$ cat src/rtl/rsu_pkg.sv
// shared types, micro-operation codes, error codes and configuration register indices for the running statistics block
package rsu_pkg;

    typedef logic [4:0] op_t;

    localparam op_t OP_NONE        = 5'd0;
    localparam op_t OP_LOAD        = 5'd1;
    localparam op_t OP_CHECK       = 5'd2;
    localparam op_t OP_SQ_MEAN     = 5'd3;
    localparam op_t OP_SQ_DEV      = 5'd4;
    localparam op_t OP_SUM         = 5'd5;
    localparam op_t OP_MUL_STEP    = 5'd6;
    localparam op_t OP_DIVQ_SETUP  = 5'd7;
    localparam op_t OP_DIV_STEP    = 5'd8;
    localparam op_t OP_RMS_SETUP   = 5'd9;
    localparam op_t OP_SQRT_STEP   = 5'd10;
    localparam op_t OP_RMS         = 5'd11;
    localparam op_t OP_MEAN_SETUP  = 5'd12;
    localparam op_t OP_MEAN        = 5'd13;
    localparam op_t OP_MSQ         = 5'd14;
    localparam op_t OP_DEV         = 5'd15;
    localparam op_t OP_NS          = 5'd16;
    localparam op_t OP_DEN         = 5'd17;
    localparam op_t OP_HMUL_SETUP  = 5'd18;
    localparam op_t OP_HDIV_SETUP  = 5'd19;
    localparam op_t OP_HARM        = 5'd20;
    localparam op_t OP_OUT         = 5'd21;

    typedef logic [1:0] err_t;

    localparam err_t ERR_NONE  = 2'd0;
    localparam err_t ERR_ZERO  = 2'd1;
    localparam err_t ERR_COUNT = 2'd2;

    localparam logic [1:0] REG_COUNT     = 2'd0;
    localparam logic [1:0] REG_MEAN      = 2'd1;
    localparam logic [1:0] REG_HARMONIC  = 2'd2;
    localparam logic [1:0] REG_DEVIATION = 2'd3;

    typedef struct packed {
        op_t op;
    } cmd_t;

    typedef struct packed {
        logic zero_sample;
        logic count_max;
        logic q_lt_msq;
        logic den_zero;
    } status_t;

endpackage

$ cat src/rtl/rsu_ctrl.sv
// sequencer that steps the datapath through one statistics update
module rsu_ctrl
    import rsu_pkg::*;
#(
    parameter int COUNT_BITS = 20
)
(
    input  logic    clk,
    input  logic    rst_n,
    input  logic    in_valid,
    output logic    in_ready,
    output logic    out_valid,
    input  logic    out_ready,
    input  status_t status,
    output cmd_t    cmd
);

    localparam int W   = 2 * ((67 + COUNT_BITS) / 2);
    localparam int R   = W / 2;
    localparam int CNT = $clog2(W + 1);

    localparam logic [4:0] S_IDLE  = 5'd0;
    localparam logic [4:0] S_CHECK = 5'd1;
    localparam logic [4:0] S_SQA   = 5'd2;
    localparam logic [4:0] S_SQD   = 5'd3;
    localparam logic [4:0] S_SUM   = 5'd4;
    localparam logic [4:0] S_MULN  = 5'd5;
    localparam logic [4:0] S_ADDS  = 5'd6;
    localparam logic [4:0] S_DIVQ  = 5'd7;
    localparam logic [4:0] S_SQ1   = 5'd8;
    localparam logic [4:0] S_SQRT1 = 5'd9;
    localparam logic [4:0] S_RMS   = 5'd10;
    localparam logic [4:0] S_MEANP = 5'd11;
    localparam logic [4:0] S_DIVM  = 5'd12;
    localparam logic [4:0] S_MEAN  = 5'd13;
    localparam logic [4:0] S_MSQ   = 5'd14;
    localparam logic [4:0] S_SQRT2 = 5'd15;
    localparam logic [4:0] S_DEV   = 5'd16;
    localparam logic [4:0] S_NS    = 5'd17;
    localparam logic [4:0] S_DEN   = 5'd18;
    localparam logic [4:0] S_HP    = 5'd19;
    localparam logic [4:0] S_MULN1 = 5'd20;
    localparam logic [4:0] S_HSET  = 5'd21;
    localparam logic [4:0] S_DIVH  = 5'd22;
    localparam logic [4:0] S_HARM  = 5'd23;
    localparam logic [4:0] S_OUT   = 5'd24;

    localparam logic [CNT-1:0] CB_LAST = CNT'(COUNT_BITS - 1);
    localparam logic [CNT-1:0] W_LAST  = CNT'(W - 1);
    localparam logic [CNT-1:0] R_LAST  = CNT'(R - 1);

    logic [4:0]     state_reg, state_next;
    logic [CNT-1:0] cnt_reg, cnt_next;
    logic           valid_reg, valid_next;
    logic           cnt_done;
    logic           out_free;

    assign cnt_done  = (cnt_reg == '0);
    assign out_free  = !valid_reg || out_ready;
    assign in_ready  = (state_reg == S_IDLE);
    assign out_valid = valid_reg;

    always_comb
    begin
        state_next = state_reg;
        cnt_next   = cnt_reg;
        valid_next = valid_reg && !out_ready;
        cmd.op     = OP_NONE;
        case (state_reg)
            S_IDLE:
            begin
                if (in_valid)
                begin
                    cmd.op     = OP_LOAD;
                    state_next = S_CHECK;
                end
            end
            S_CHECK:
            begin
                cmd.op = OP_CHECK;
                if (status.zero_sample || status.count_max)
                    state_next = S_OUT;
                else
                    state_next = S_SQA;
            end
            S_SQA:
            begin
                cmd.op     = OP_SQ_MEAN;
                state_next = S_SQD;
            end
            S_SQD:
            begin
                cmd.op     = OP_SQ_DEV;
                state_next = S_SUM;
            end
            S_SUM:
            begin
                cmd.op     = OP_SUM;
                cnt_next   = CB_LAST;
                state_next = S_MULN;
            end
            S_MULN:
            begin
                cmd.op   = OP_MUL_STEP;
                cnt_next = cnt_reg - 1'b1;
                if (cnt_done)
                    state_next = S_ADDS;
            end
            S_ADDS:
            begin
                cmd.op     = OP_DIVQ_SETUP;
                cnt_next   = W_LAST;
                state_next = S_DIVQ;
            end
            S_DIVQ:
            begin
                cmd.op   = OP_DIV_STEP;
                cnt_next = cnt_reg - 1'b1;
                if (cnt_done)
                    state_next = S_SQ1;
            end
            S_SQ1:
            begin
                cmd.op     = OP_RMS_SETUP;
                cnt_next   = R_LAST;
                state_next = S_SQRT1;
            end
            S_SQRT1:
            begin
                cmd.op   = OP_SQRT_STEP;
                cnt_next = cnt_reg - 1'b1;
                if (cnt_done)
                    state_next = S_RMS;
            end
            S_RMS:
            begin
                cmd.op     = OP_RMS;
                state_next = S_MEANP;
            end
            S_MEANP:
            begin
                cmd.op     = OP_MEAN_SETUP;
                cnt_next   = W_LAST;
                state_next = S_DIVM;
            end
            S_DIVM:
            begin
                cmd.op   = OP_DIV_STEP;
                cnt_next = cnt_reg - 1'b1;
                if (cnt_done)
                    state_next = S_MEAN;
            end
            S_MEAN:
            begin
                cmd.op     = OP_MEAN;
                state_next = S_MSQ;
            end
            S_MSQ:
            begin
                cmd.op = OP_MSQ;
                if (status.q_lt_msq)
                    state_next = S_NS;
                else
                begin
                    cnt_next   = R_LAST;
                    state_next = S_SQRT2;
                end
            end
            S_SQRT2:
            begin
                cmd.op   = OP_SQRT_STEP;
                cnt_next = cnt_reg - 1'b1;
                if (cnt_done)
                    state_next = S_DEV;
            end
            S_DEV:
            begin
                cmd.op     = OP_DEV;
                state_next = S_NS;
            end
            S_NS:
            begin
                cmd.op     = OP_NS;
                state_next = S_DEN;
            end
            S_DEN:
            begin
                cmd.op     = OP_DEN;
                state_next = S_HP;
            end
            S_HP:
            begin
                cmd.op     = OP_HMUL_SETUP;
                cnt_next   = CB_LAST;
                state_next = S_MULN1;
            end
            S_MULN1:
            begin
                cmd.op   = OP_MUL_STEP;
                cnt_next = cnt_reg - 1'b1;
                if (cnt_done)
                    state_next = S_HSET;
            end
            S_HSET:
            begin
                cmd.op = OP_HDIV_SETUP;
                if (status.den_zero)
                    state_next = S_OUT;
                else
                begin
                    cnt_next   = W_LAST;
                    state_next = S_DIVH;
                end
            end
            S_DIVH:
            begin
                cmd.op   = OP_DIV_STEP;
                cnt_next = cnt_reg - 1'b1;
                if (cnt_done)
                    state_next = S_HARM;
            end
            S_HARM:
            begin
                cmd.op     = OP_HARM;
                state_next = S_OUT;
            end
            S_OUT:
            begin
                if (out_free)
                begin
                    cmd.op     = OP_OUT;
                    valid_next = 1'b1;
                    state_next = S_IDLE;
                end
            end
            default:
            begin
                state_next = S_IDLE;
            end
        endcase
    end

    always_ff @(posedge clk or negedge rst_n)
    begin
        if (!rst_n)
        begin
            state_reg <= S_IDLE;
            cnt_reg   <= '0;
            valid_reg <= 1'b0;
        end
        else
        begin
            state_reg <= state_next;
            cnt_reg   <= cnt_next;
            valid_reg <= valid_next;
        end
    end

endmodule

$ cat config.mk
export PLATFORM = sky130hd
export DESIGN_NAME = rsu_ctrl
export DESIGN_NICKNAME = d
export VERILOG_FILES = /design/src/rtl/rsu_pkg.sv /design/src/rtl/rsu_ctrl.sv
export SDC_FILE = /design/constraint.sdc
export NUM_CORES = 1
export LEC_CHECK = 0
export BUFFER_PORTS_ARGS = -buffer_cell sky130_fd_sc_hd__buf_2
export CORE_MARGIN = 2
export CORE_UTILIZATION = 35
export DETAILED_ROUTE_END_ITERATION = 16
export SYNTH_ARGS = -nofsm -noshare
export SYNTH_HDL_FRONTEND = slang
export SYNTH_SLANG_ARGS = --single-unit
$ cat constraint.sdc
create_clock -name clk -period 2.7 [get_ports clk]
set_input_delay 0 -clock clk [delete_from_list [all_inputs] [get_ports clk]]
set_output_delay 0 -clock clk [all_outputs]
set_load 0.03 [all_outputs]
## Word-level counts from Yosys, hierarchy flattened

Index checks and enable logic that the tools add are counted.
Widths: inputs -> output; s select.

| word-level totals | value |
|---|---|
| input port bits | 8 |
| output and inout bits | 7 |
| register bits | 13 |

| cells by class | value |
|---|---|
| add/subtract/negate cells | 1 |
| muxes and demuxes | 21 |
| eq/ne operators | 35 |
| reductions and logical operators | 16 |

Operators with widths:

| operator | count |
|---|---|
| $pmux 5 s25 | 1 |
| $pmux 5 s21 | 1 |
| $mux 5 | 12 |
| $eq 5x5->1 const B | 9 |
| $pmux 7 s6 | 1 |
| $eq 5x4->1 const B | 8 |
| $ne 2x2->1 const B | 11 |
| $eq 5x3->1 const B | 4 |
| $mux 7 | 2 |
| $eq 5x2->1 const B | 2 |
| $reduce_and 9->1 | 1 |
| $reduce_or 2->1 | 4 |
| $logic_not 7->1 | 1 |
| $reduce_or 7->1 | 1 |
| $sub 7x1->7 const B | 1 |
| $reduce_bool 6->1 | 1 |
| $eq 5x1->1 const B | 1 |
| $logic_not 5->1 | 1 |
| $mux 4 | 1 |
| $mux 1 | 3 |
| $reduce_and 3->1 | 1 |
| $reduce_or 3->1 | 1 |
| $logic_not 1->1 | 2 |
| $logic_or 1x1->1 | 2 |
| $logic_and 1x1->1 | 1 |

## Longest topological paths before layout

Gate-level depths: netlist (run 1).

| logic depth | value |
|---|---|
| depth in word-level cells | 4 |
| depth in mapped cells | 7 |
| depth with buffers taken out | 7 |

## Worst setup path after synthesis (run 1)

No wires, ideal clock.

| timing path | value |
|---|---|
| kind | register to output |
| start | register state_reg[4] |
| end | output cmd[0] (netlist bit) |
| stages on the path, launching flop included | 6 |
| slack | 801 ps |
| required time | 2700 ps |
| arrival | 1899 ps |
| cell sequence | dfrtp_1 > buf_2 > buf_2 > clkbuf_1 > a21oi_1 > o31ai_1 |

RTL lines:

| item | RTL line | RTL |
|---|---|---|
| start, declared | rsu_ctrl.sv:52 | `logic [4:0] state_reg, state_next;` |
| start signal, assigned | rsu_ctrl.sv:253 | `state_reg <= state_next;` |
| end, declared | rsu_ctrl.sv:15 | `output cmd_t cmd` |

## Worst setup path after layout (run 1)

| timing path | value |
|---|---|
| start | register state_reg[0] |
| end | register cnt_reg[4] |

| on the way | value |
|---|---|
| longest elaborated chain between the ends | 4 |
| elaborated cells on any way between the ends | 22 |

Ends and longest elaborated chain:

| item | RTL line | RTL |
|---|---|---|
| $eq 5x5->1, or another cell as far along | rsu_ctrl.sv:69 | `case (state_reg)` |
| $reduce_or 7->1 (no source line) / $reduce_or 2->1 (equally long branches) | -- |  |
| $reduce_bool 6->1 (no source line) | -- |  |
| $reduce_and 3->1 (no source line) | -- |  |
| end signal, assigned | rsu_ctrl.sv:254 | `cnt_reg <= cnt_next;` |
| end, declared | rsu_ctrl.sv:53 | `logic [CNT-1:0] cnt_reg, cnt_next;` |

Several ways; a longest one is shown, not always the timed one.
A chain may end at the register's enable or synchronous reset.

==> impl_metrics.env, run 1 <==
export IMPL_drc_errors=0
export IMPL_ant_nets=0
export IMPL_slew_violations=0
export IMPL_syn_nets=189
export IMPL_max_freq_mhz=448
export IMPL_crit_path_max_fanout=27
export IMPL_cts_tree="yes"
export IMPL_fin_cells=237
export IMPL_critPathCaptureType="flip-flop"
export IMPL_syn_cell_area_um2=1360
export IMPL_comb_power_share_pct=3.6
export IMPL_peakVddDrop_uv=199
export IMPL_wire_per_inst_um=13.2
export IMPL_cts_sinks=13
export IMPL_fillers=378
export IMPL_grt_max_degree=28
export IMPL_ios=15
export IMPL_synth_top_family_by_area="compound AO/OA/AOI/OAI gates"
export IMPL_cts_root_buf="clkbuf_8"
export IMPL_r2r_worst_path_cells=5
export IMPL_internal_power_mw=0.305
export IMPL_cts_inserted_buffers=3
export IMPL_tns_ps=0
export IMPL_clockBufferDepth=2
export IMPL_critPathMaxStageDelay_ps=830
export IMPL_pwr_share_clk_pct=44.6
export IMPL_firstDrtPassIters=4
export IMPL_routed_wl_um=3120
export IMPL_die_width_um=66.4
export IMPL_num_vias=1318
export IMPL_synthDistinctLibCells=54
export IMPL_drive_gt1_share_pct=17.5
export IMPL_synthXorXnorAreaFrac_pct=0.643
export IMPL_portBuffers=14
export IMPL_grt_antenna_before_repair=0
export IMPL_arrival_ps=2410
export IMPL_synth_fa_ha_area_share_pct=1.84
export IMPL_max_cap_violations=0
export IMPL_status="finished clean"
export IMPL_slew_headroom_pct=48.6
export IMPL_regToRegEndpoint="cnt_reg[4]"
export IMPL_synth_cells=179
export IMPL_dpl_cell_count=232
export IMPL_required_ps=2880
export IMPL_switchingPower_mw=0.0718
export IMPL_endpoint="cnt_reg[4]"
export IMPL_synth_avg_cell_area_um2=7.61
export IMPL_grt_pass1_wl_um=5450
export IMPL_synth_simple_area_share_pct=25.8
export IMPL_grt_pass1_vias=1166
export IMPL_synth_top_cell_area_share_pct=23.9
export IMPL_synthFlopType="dfrtp_1"
export IMPL_insertion_delay_ps=240
export IMPL_track_usage_pct=15.8
export IMPL_cts_resized=0
export IMPL_core_um2=3690
export IMPL_yosysWarnings=0
export IMPL_post_route_min_period_ps=2230
export IMPL_clkTransAtPathRegs_ps=50
export IMPL_initial_core_util_pct=36.9
export IMPL_start_kind="flip-flop"
export IMPL_worstMarginPinSlew_ps=770
export IMPL_crit_family="flip-flops"
export IMPL_power_per_cell_area_nw_per_um2=250
export IMPL_seq_power_share_pct=51.8
export IMPL_clock_skew_ps=0.433
export IMPL_grt_ovfl_total=0
export IMPL_nets=200
export IMPL_total_power_mw=0.377
export IMPL_p_leak_nw=0.679
export IMPL_path_class="flip-flop to flip-flop"
export IMPL_crit_chain="nor2b_1, nor3b_1, a211oi_2, a21boi_2, a221o_1"
export IMPL_area_delta_synth_final_pct=10.8
export IMPL_switching_share_pct=19.1
export IMPL_die_h_um=66.4
export IMPL_cp_startpoint="state_reg[0]"
export IMPL_gp_congestion=0.809
export IMPL_rsz0062_at_grt="false"
export IMPL_path_buf_inv=0
export IMPL_crit_cells=5
export IMPL_ctsHtreeMaxLevel=1
export IMPL_postCtsSetupBuffers=0
export IMPL_hold_path_class="input pin to flip-flop"
export IMPL_setup_violations=0
export IMPL_diodes=0
export IMPL_drtIter0Drc=114
export IMPL_seq_area_frac_synth_pct=23.9
export IMPL_cpMaxStageDelayCell="dfrtp_1"
export IMPL_synth_compound_area_share_pct=37.5
export IMPL_synth_most_common_cell="nand2_1"
export IMPL_min_period_over_period_pct=82.6
export IMPL_vias_per_cell=5.56
export IMPL_largest_register_ffs=7
export IMPL_synth_async_sr_flop_share_pct=100
export IMPL_synth_edf_count=0
export IMPL_synth_common_cells="nand2_1, a21oi_1, nor2_1"
export IMPL_timing_final_hold_violations=0
export IMPL_r2r_setup_slack_ps=470
export IMPL_rows=22
export IMPL_dieArea_um2=4400
export IMPL_r2r_start="state_reg[0]"
export IMPL_synth_top_area_cell="dfrtp_1"
export IMPL_ys_ff_latch=13
export IMPL_synthTopCellsByArea="dfrtp_1, nand2_1, a21oi_1"
export IMPL_synthMuxAreaShare_pct=2.76
export IMPL_place_hpwl_um=2340
-- power by group through the flow --
stage	clock, mW	combinational, mW	sequential (mW)
after detailed placement	0	0.0130	0.198
after global routing	0.189	0.0156	0.195
after floorplan	0	0.00247	0.198
final	0.168	0.0136	0.195
after global placement	0	0.0131	0.198
after CTS	0.177	0.0141	0.195
-- final cells by class --
type	count	area [um2]	share of cell area [%]
multi-input combinational	144	933	61.9
sequential	13	325	21.6
timing repair buffer	19	110	7.30
clock buffer	4	45.0	2.99
tap	48	60.1	3.98
inverter	9	33.8	2.24
-- cells in the final DEF (no fill, tap or decap), types with 4 or more instances in the layout --
cell type   n
dfrtp_1    13
inv_1       9
o21ai_0    12
nand2b_1    6
nand2_1    23
nor2_1     15
a21oi_1    15
o211ai_1    7
a22o_1      4
buf_4       4
buf_2      14
nor3_1      6
nor2b_1     6
-- worst min-delay path by stage --
stage | start | end | slack [ps] | cells past startpoint
4_1_cts | out_ready | out_valid | 170 | 3
6_report | out_ready | out_valid | 170 | 3
2_1_floorplan | rst_n | cnt_reg[0] | -300 | 0
5_1_grt | rst_n | cnt_reg[1] | 210 | 2
3_3_place_gp | rst_n | cnt_reg[0] | -90 | 1
3_5_place_dp | rst_n | cnt_reg[0] | -90 | 1
-- stage by stage --
stage | util, % | cell area (um2) | setup WS [ps] | hold slack, ps
floorplan | - | 1360 | 801 | -296
detailed placement | 39.4 | 1450 | 514 | -93.2
global placement | 39.4 | 1450 | 535 | -93.5
finish | 40.9 | 1510 | 469 | 167
global route | 40.9 | 1510 | 285 | 209
CTS | 40.9 | 1510 | 483 | 171
-- tightest hold or removal path: cells and delay by family --
| kind | cells | cell delay (ps) |
|---|---|---|
| AND/OR/NAND/NOR | 2 | 290 |
| buffers and inverters | 1 | 70 |
-- cells by family after synthesis --
kind of cell / count (synthesis)
adders and majority gates: 2
buffers and inverters: 22
muxes: 3
DFF: 13
xor gates and xnor gates: 1
AOI/OAI and AO/OA: 67
and+or+nand+nor: 71
-- routing by layer --
layer / GRT usage, % / routed length (um) / part of all wire (%) / vias to the layer above
li1: - / - / - / 681
met3: 3.07 / 119 / 3.8 / 2
met2: 24.6 / 1420 / 46 / 30
met5: 0 / 0 / 0 / -
met4: 3.06 / 10 / 0.32 / 0
met1: 22.7 / 1570 / 50 / 605
-- timing repair --
item / 4_1_cts / 5_1_grt
setup endpoints to repair: 0 / 0
hold buffers: 1 / 0
hold endpoints to repair: 13 / 0
No activity file was read; power rests on OpenSTA's default activity.
==> run 2, diff against run 1 <==
- ABC_AREA: unset -> 1
- clock period: 2.7 -> 2.2 ns (I/O delays scaled with it)
==> impl_metrics.env, run 2 <==
export IMPL_status="finished clean"
export IMPL_num_vias=1503
export IMPL_hold_path_class="input pin to flip-flop"
export IMPL_timing_final_hold_violations=0
export IMPL_r2r_setup_slack_ps=380
export IMPL_cts_hold_buffers=1
export IMPL_comb_power_share_pct=71.9
export IMPL_clockBufferDepth=2
export IMPL_min_period_over_period_pct=88.0
export IMPL_start_kind="flip-flop"
export IMPL_rows=23
export IMPL_fin_cells=300
export IMPL_clkTransAtPathRegs_ps=50
export IMPL_post_route_min_period_ps=1940
export IMPL_cts_root_buf="clkbuf_8"
export IMPL_crit_chain="nor2_2, nand2_2, inv_2, nand2_1, inv_1, nand2_1, and3_1, nand4_1, buf_2"
export IMPL_routed_wl_um=3660
export IMPL_critPathMaxStageDelay_ps=520
export IMPL_placed_cell_area_um2=1560
export IMPL_arrival_ps=1940
export IMPL_vias_per_cell=5.01
export IMPL_syn_nets=243
export IMPL_area_delta_synth_final_pct=11.1
export IMPL_die_h_um=68.4
export IMPL_postCtsSetupBuffers=0
export IMPL_worstMarginPinSlew_ps=483
export IMPL_setup_violations=0
export IMPL_rsz0062_at_grt="false"
export IMPL_final_util_pct=40.3
export IMPL_synthDistinctLibCells=34
export IMPL_grt_max_degree=14
export IMPL_layout_commonest_cell="nand2_1"
export IMPL_largest_register_ffs=7
export IMPL_peakVddDrop_uv=664
export IMPL_multiInputGateArea_um2=957
export IMPL_diodes=0
export IMPL_drc_errors=0
export IMPL_power_per_cell_area_nw_per_um2=1600
export IMPL_nets=261
export IMPL_synth_top_cell_area_share_pct=22.4
export IMPL_ys_ff_latch=13
export IMPL_total_power_mw=2.57
export IMPL_cpMaxStageDelayCell="dfrtp_1"
export IMPL_seq_power_share_pct=20.0
export IMPL_r2r_worst_path_cells=11
export IMPL_r2r_start="state_reg[0]"
export IMPL_crit_family="simple AND/OR/NAND/NOR gates"
export IMPL_drive_gt1_share_pct=21.2
export IMPL_path_buf_inv=3
export IMPL_core_um2=4000
export IMPL_grt_pass1_vias=1426
export IMPL_grt_ovfl_total=0
export IMPL_pwr_share_clk_pct=8.2
export IMPL_holdCritStartpoint="out_ready"
export IMPL_fillers=434
export IMPL_synth_most_common_cell="nand2_1"
export IMPL_cts_resized=0
export IMPL_place_hpwl_um=3000
export IMPL_max_cap_violations=0
export IMPL_portBuffers=14
export IMPL_synthTopCellsByArea="dfrtp_1, nand2_1, nand3_1"
export IMPL_max_freq_mhz=516
export IMPL_grt_antenna_before_repair=0
export IMPL_firstDrtPassIters=4
export IMPL_register_area_um2=325
export IMPL_dieArea_um2=4670
export IMPL_path_class="flip-flop to output pin"
export IMPL_hold_depth=4
export IMPL_cp_common_cell="nand2_1"
export IMPL_yosysWarnings=0
export IMPL_dpl_cell_count=295
export IMPL_slew_violations=0
export IMPL_crit_path_max_fanout=10
export IMPL_drtIter0Drc=105
export IMPL_tns_ps=0
export IMPL_synth_edf_count=0
export IMPL_switchingPower_mw=1.50
export IMPL_p_leak_nw=0.948
export IMPL_final_cell_mix="nand2_1, inv_1, nor2_1, nand3_1, buf_2"
export IMPL_synth_top_area_cell="dfrtp_1"
export IMPL_grt_pass1_wl_um=6310
export IMPL_ant_nets=0
export IMPL_final_area_um2=1610
export IMPL_pre_cts_ws_ps=429
export IMPL_die_width_um=68.4
export IMPL_synth_common_cells="nand2_1, inv_1, nor2_1"
export IMPL_syn_cell_area_um2=1450
export IMPL_cts_sinks=13
export IMPL_switching_share_pct=58.2
export IMPL_hold_end="out_valid"
export IMPL_clock_skew_ps=0.688
export IMPL_worst_slack_ps=263
export IMPL_synthFlopType="dfrtp_1"
export IMPL_cts_tree="yes"
export IMPL_fin_hold_ws_ps=58.8
export IMPL_cts_inserted_buffers=3
export IMPL_slew_headroom_pct=67.8
export IMPL_synth_avg_cell_area_um2=6.22
export IMPL_ctsHtreeMaxLevel=1
export IMPL_required_ps=2200
export IMPL_critPathCaptureType="output pin"
export IMPL_track_usage_pct=17.9
export IMPL_ios=15
export IMPL_gp_congestion=0.970
export IMPL_synth_async_sr_flop_share_pct=100
export IMPL_initial_core_util_pct=36.3
export IMPL_seq_area_frac_synth_pct=22.4
export IMPL_wire_per_inst_um=12.2
export IMPL_regToRegEndpoint="state_reg[1]"
export IMPL_synth_cells=233
export IMPL_internal_power_mw=1.07
export IMPL_insertion_delay_ps=240
[run 2: cell types whose count changed in the layout (fill, tap and decap cells not counted), moves of 8 or more]
cell / delta
inv_1: +14
nor2_1: +8
nand3_1: +17
nand2_1: +61
a21oi_1: -12
[run 2: worst max path at each step]
stage | startpoint | to | depth (start not counted)
after detailed placement | state_reg[0] | state_reg[1] | 11
after CTS | state_reg[1] | cmd[0] | 9
after global routing | state_reg[4] | cmd[1] | 8
final | state_reg[1] | cmd[0] | 9
after floorplan | state_reg[1] | cmd[0] | 9
after global placement | state_reg[0] | state_reg[4] | 11
[run 2: metal layers]
metal	part of all wire (%)	track usage, %	up-vias
li1	-	-	778
met4	2.8	6.75	0
met5	0	0	-
met3	6.9	4.11	12
met2	47	28.9	58
met1	43	23.0	655
[run 2: tightest hold or removal path, cell delays in order]
cell and delay, ps:
buf_2 70, inv_1 30, nand2_1 100, nand2_1 60
[run 2: cells by family (layout without fill, tap and decap cells)]
group                      count (synthesis)  count (layout)  synth area share [%]
DFF                                       13              13                  22.4
adders and majority gates                  2               2                  1.73
AOI/OAI and AO/OA                         18              18                  7.85
and+or+nand+nor                          162             162                  55.2
buffers and inverters                     36              53                  11.6
xor gates and xnor gates                   2               2                  1.21
[run 2: cell type report]
type,count,area share (%)
inverter,32,7.84
tap,50,3.88
sequential,13,20.2
timing repair buffer,17,5.90
clock buffer,4,2.80
multi-input combinational,184,59.4
[run 2: power by group through the flow]
stage / clock [mW] / sequential, mW / combinational [mW]
after floorplan: 0 / 0.422 / 1.56
after global placement: 0 / 0.514 / 1.85
after detailed placement: 0 / 0.512 / 1.85
after CTS: 0.217 / 0.509 / 1.86
after global routing: 0.235 / 0.531 / 2.08
final: 0.210 / 0.513 / 1.85
==> run 3, diff against run 2 <==
- RECOVER_POWER: unset -> 50
==> impl_metrics.env, run 3 (synthesis results as in run 2) <==
export IMPL_firstDrtPassIters=4
export IMPL_area_delta_synth_final_pct=11.0
export IMPL_cp_common_cell="nand2_1"
export IMPL_post_route_min_period_ps=1940
export IMPL_cts_root_buf="clkbuf_8"
export IMPL_timing_final_hold_violations=0
export IMPL_grt_pass1_wl_um=6310
export IMPL_ctsHtreeMaxLevel=1
export IMPL_max_freq_mhz=516
export IMPL_layout_commonest_cell="nand2_1"
export IMPL_postCtsSetupBuffers=0
export IMPL_pre_cts_ws_ps=429
export IMPL_vias_per_cell=5.01
export IMPL_cts_sinks=13
export IMPL_final_area_um2=1610
export IMPL_arrival_ps=1940
export IMPL_clockBufferDepth=2
export IMPL_routed_wl_um=3660
export IMPL_worstMarginPinSlew_ps=695
export IMPL_grt_pass1_vias=1426
export IMPL_critPathMaxStageDelay_ps=520
export IMPL_crit_path_max_fanout=10
export IMPL_drive_gt1_share_pct=20.4
export IMPL_grt_ovfl_total=0
export IMPL_insertion_delay_ps=240
export IMPL_cts_inserted_buffers=3
export IMPL_cts_tree="yes"
export IMPL_dieArea_um2=4670
export IMPL_tns_ps=0
export IMPL_wire_per_inst_um=12.2
export IMPL_final_cell_mix="nand2_1, inv_1, nor2_1, nand3_1, dfrtp_1"
export IMPL_die_h_um=68.4
export IMPL_crit_chain="nor2_2, nand2_2, inv_2, nand2_1, inv_1, nand2_1, and3_1, nand4_1, buf_2"
export IMPL_path_class="flip-flop to output pin"
export IMPL_rsz0062_at_grt="false"
export IMPL_ios=15
export IMPL_portBuffers=14
export IMPL_num_vias=1503
export IMPL_hold_path_class="input pin to flip-flop"
export IMPL_clkTransAtPathRegs_ps=50
export IMPL_status="finished clean"
export IMPL_power_per_cell_area_nw_per_um2=1600
export IMPL_cts_resized=0
export IMPL_drc_errors=0
export IMPL_setup_violations=0
export IMPL_gp_congestion=0.970
export IMPL_clock_skew_ps=0.688
export IMPL_track_usage_pct=17.9
export IMPL_place_hpwl_um=3000
export IMPL_die_width_um=68.4
export IMPL_largest_register_ffs=7
export IMPL_required_ps=2200
export IMPL_min_period_over_period_pct=88.0
export IMPL_core_um2=4000
export IMPL_cts_hold_buffers=1
export IMPL_worst_slack_ps=263
export IMPL_rows=23
export IMPL_ant_nets=0
export IMPL_peakVddDrop_uv=664
export IMPL_p_leak_nw=0.941
export IMPL_diodes=0
export IMPL_nets=261
export IMPL_start_kind="flip-flop"
export IMPL_cpMaxStageDelayCell="dfrtp_1"
export IMPL_grt_max_degree=14
export IMPL_max_cap_violations=0
export IMPL_initial_core_util_pct=36.3
export IMPL_slew_headroom_pct=53.7
export IMPL_final_util_pct=40.2
export IMPL_slew_violations=0
export IMPL_placed_cell_area_um2=1560
export IMPL_critPathCaptureType="output pin"
export IMPL_drtIter0Drc=105
export IMPL_grt_antenna_before_repair=0
-- run 3: cell types whose count changed in the layout (fill, tap and decap cells not counted), sizes merged --
| cell | delta |
|---|---|
| buf | -2 |
| clkbuf | +2 |
-- run 3: worst paths after layout --
path                              start           end  slack (ps)  depth (start not counted)
setup / recovery           state_reg[1]        cmd[0]         260                          9
hold / removal                out_ready     out_valid          60                          4
setup reg to reg           state_reg[0]  state_reg[1]         380                         11
hold reg to reg              cnt_reg[1]    cnt_reg[1]         480                          2
max in group asynchronous         rst_n  state_reg[0]        1440                          2
min in group asynchronous         rst_n    cnt_reg[2]         320                          2
-- run 3: where the power goes --
group	total [mW]	switching [mW]	internal, mW
Combinational	1.85	1.25	0.599
Clock	0.210	0.0820	0.128
Sequential	0.514	0.169	0.345
-- run 3: per-layer routing --
metal,vias to the layer above,global-route usage [%],share of wire [%]
met5,-,0,0
met4,0,6.75,2.8
met3,12,4.11,6.9
met2,58,28.9,47
met1,655,23.0,43
li1,778,-,-
-- run 3: through the flow --
stage / power, mW / hold WS, ps / std cells
CTS: 2.58 / 57.6 / 300
global route: 2.85 / 74.0 / 300
global placement: 2.37 / -88.4 / 295
detailed placement: 2.36 / -91.3 / 295
floorplan: 1.98 / -296 / 233
finish: 2.57 / 58.6 / 300
-- run 3: cell type report --
class | count | area (um2)
inverter | 32 | 126
clock buffer | 4 | 45.0
sequential | 13 | 325
fill | 436 | 2390
timing repair buffer | 17 | 92.6
multi-input combinational | 184 | 957
tap | 50 | 62.6
-- run 3: worst max-delay path, delay by kind of cell (launching register included) --
| family | cells | cell delay, ps |
|---|---|---|
| and+or+nand+nor | 6 | 760 |
| buffers and inverters | 3 | 410 |
| DFF | 1 | 520 |
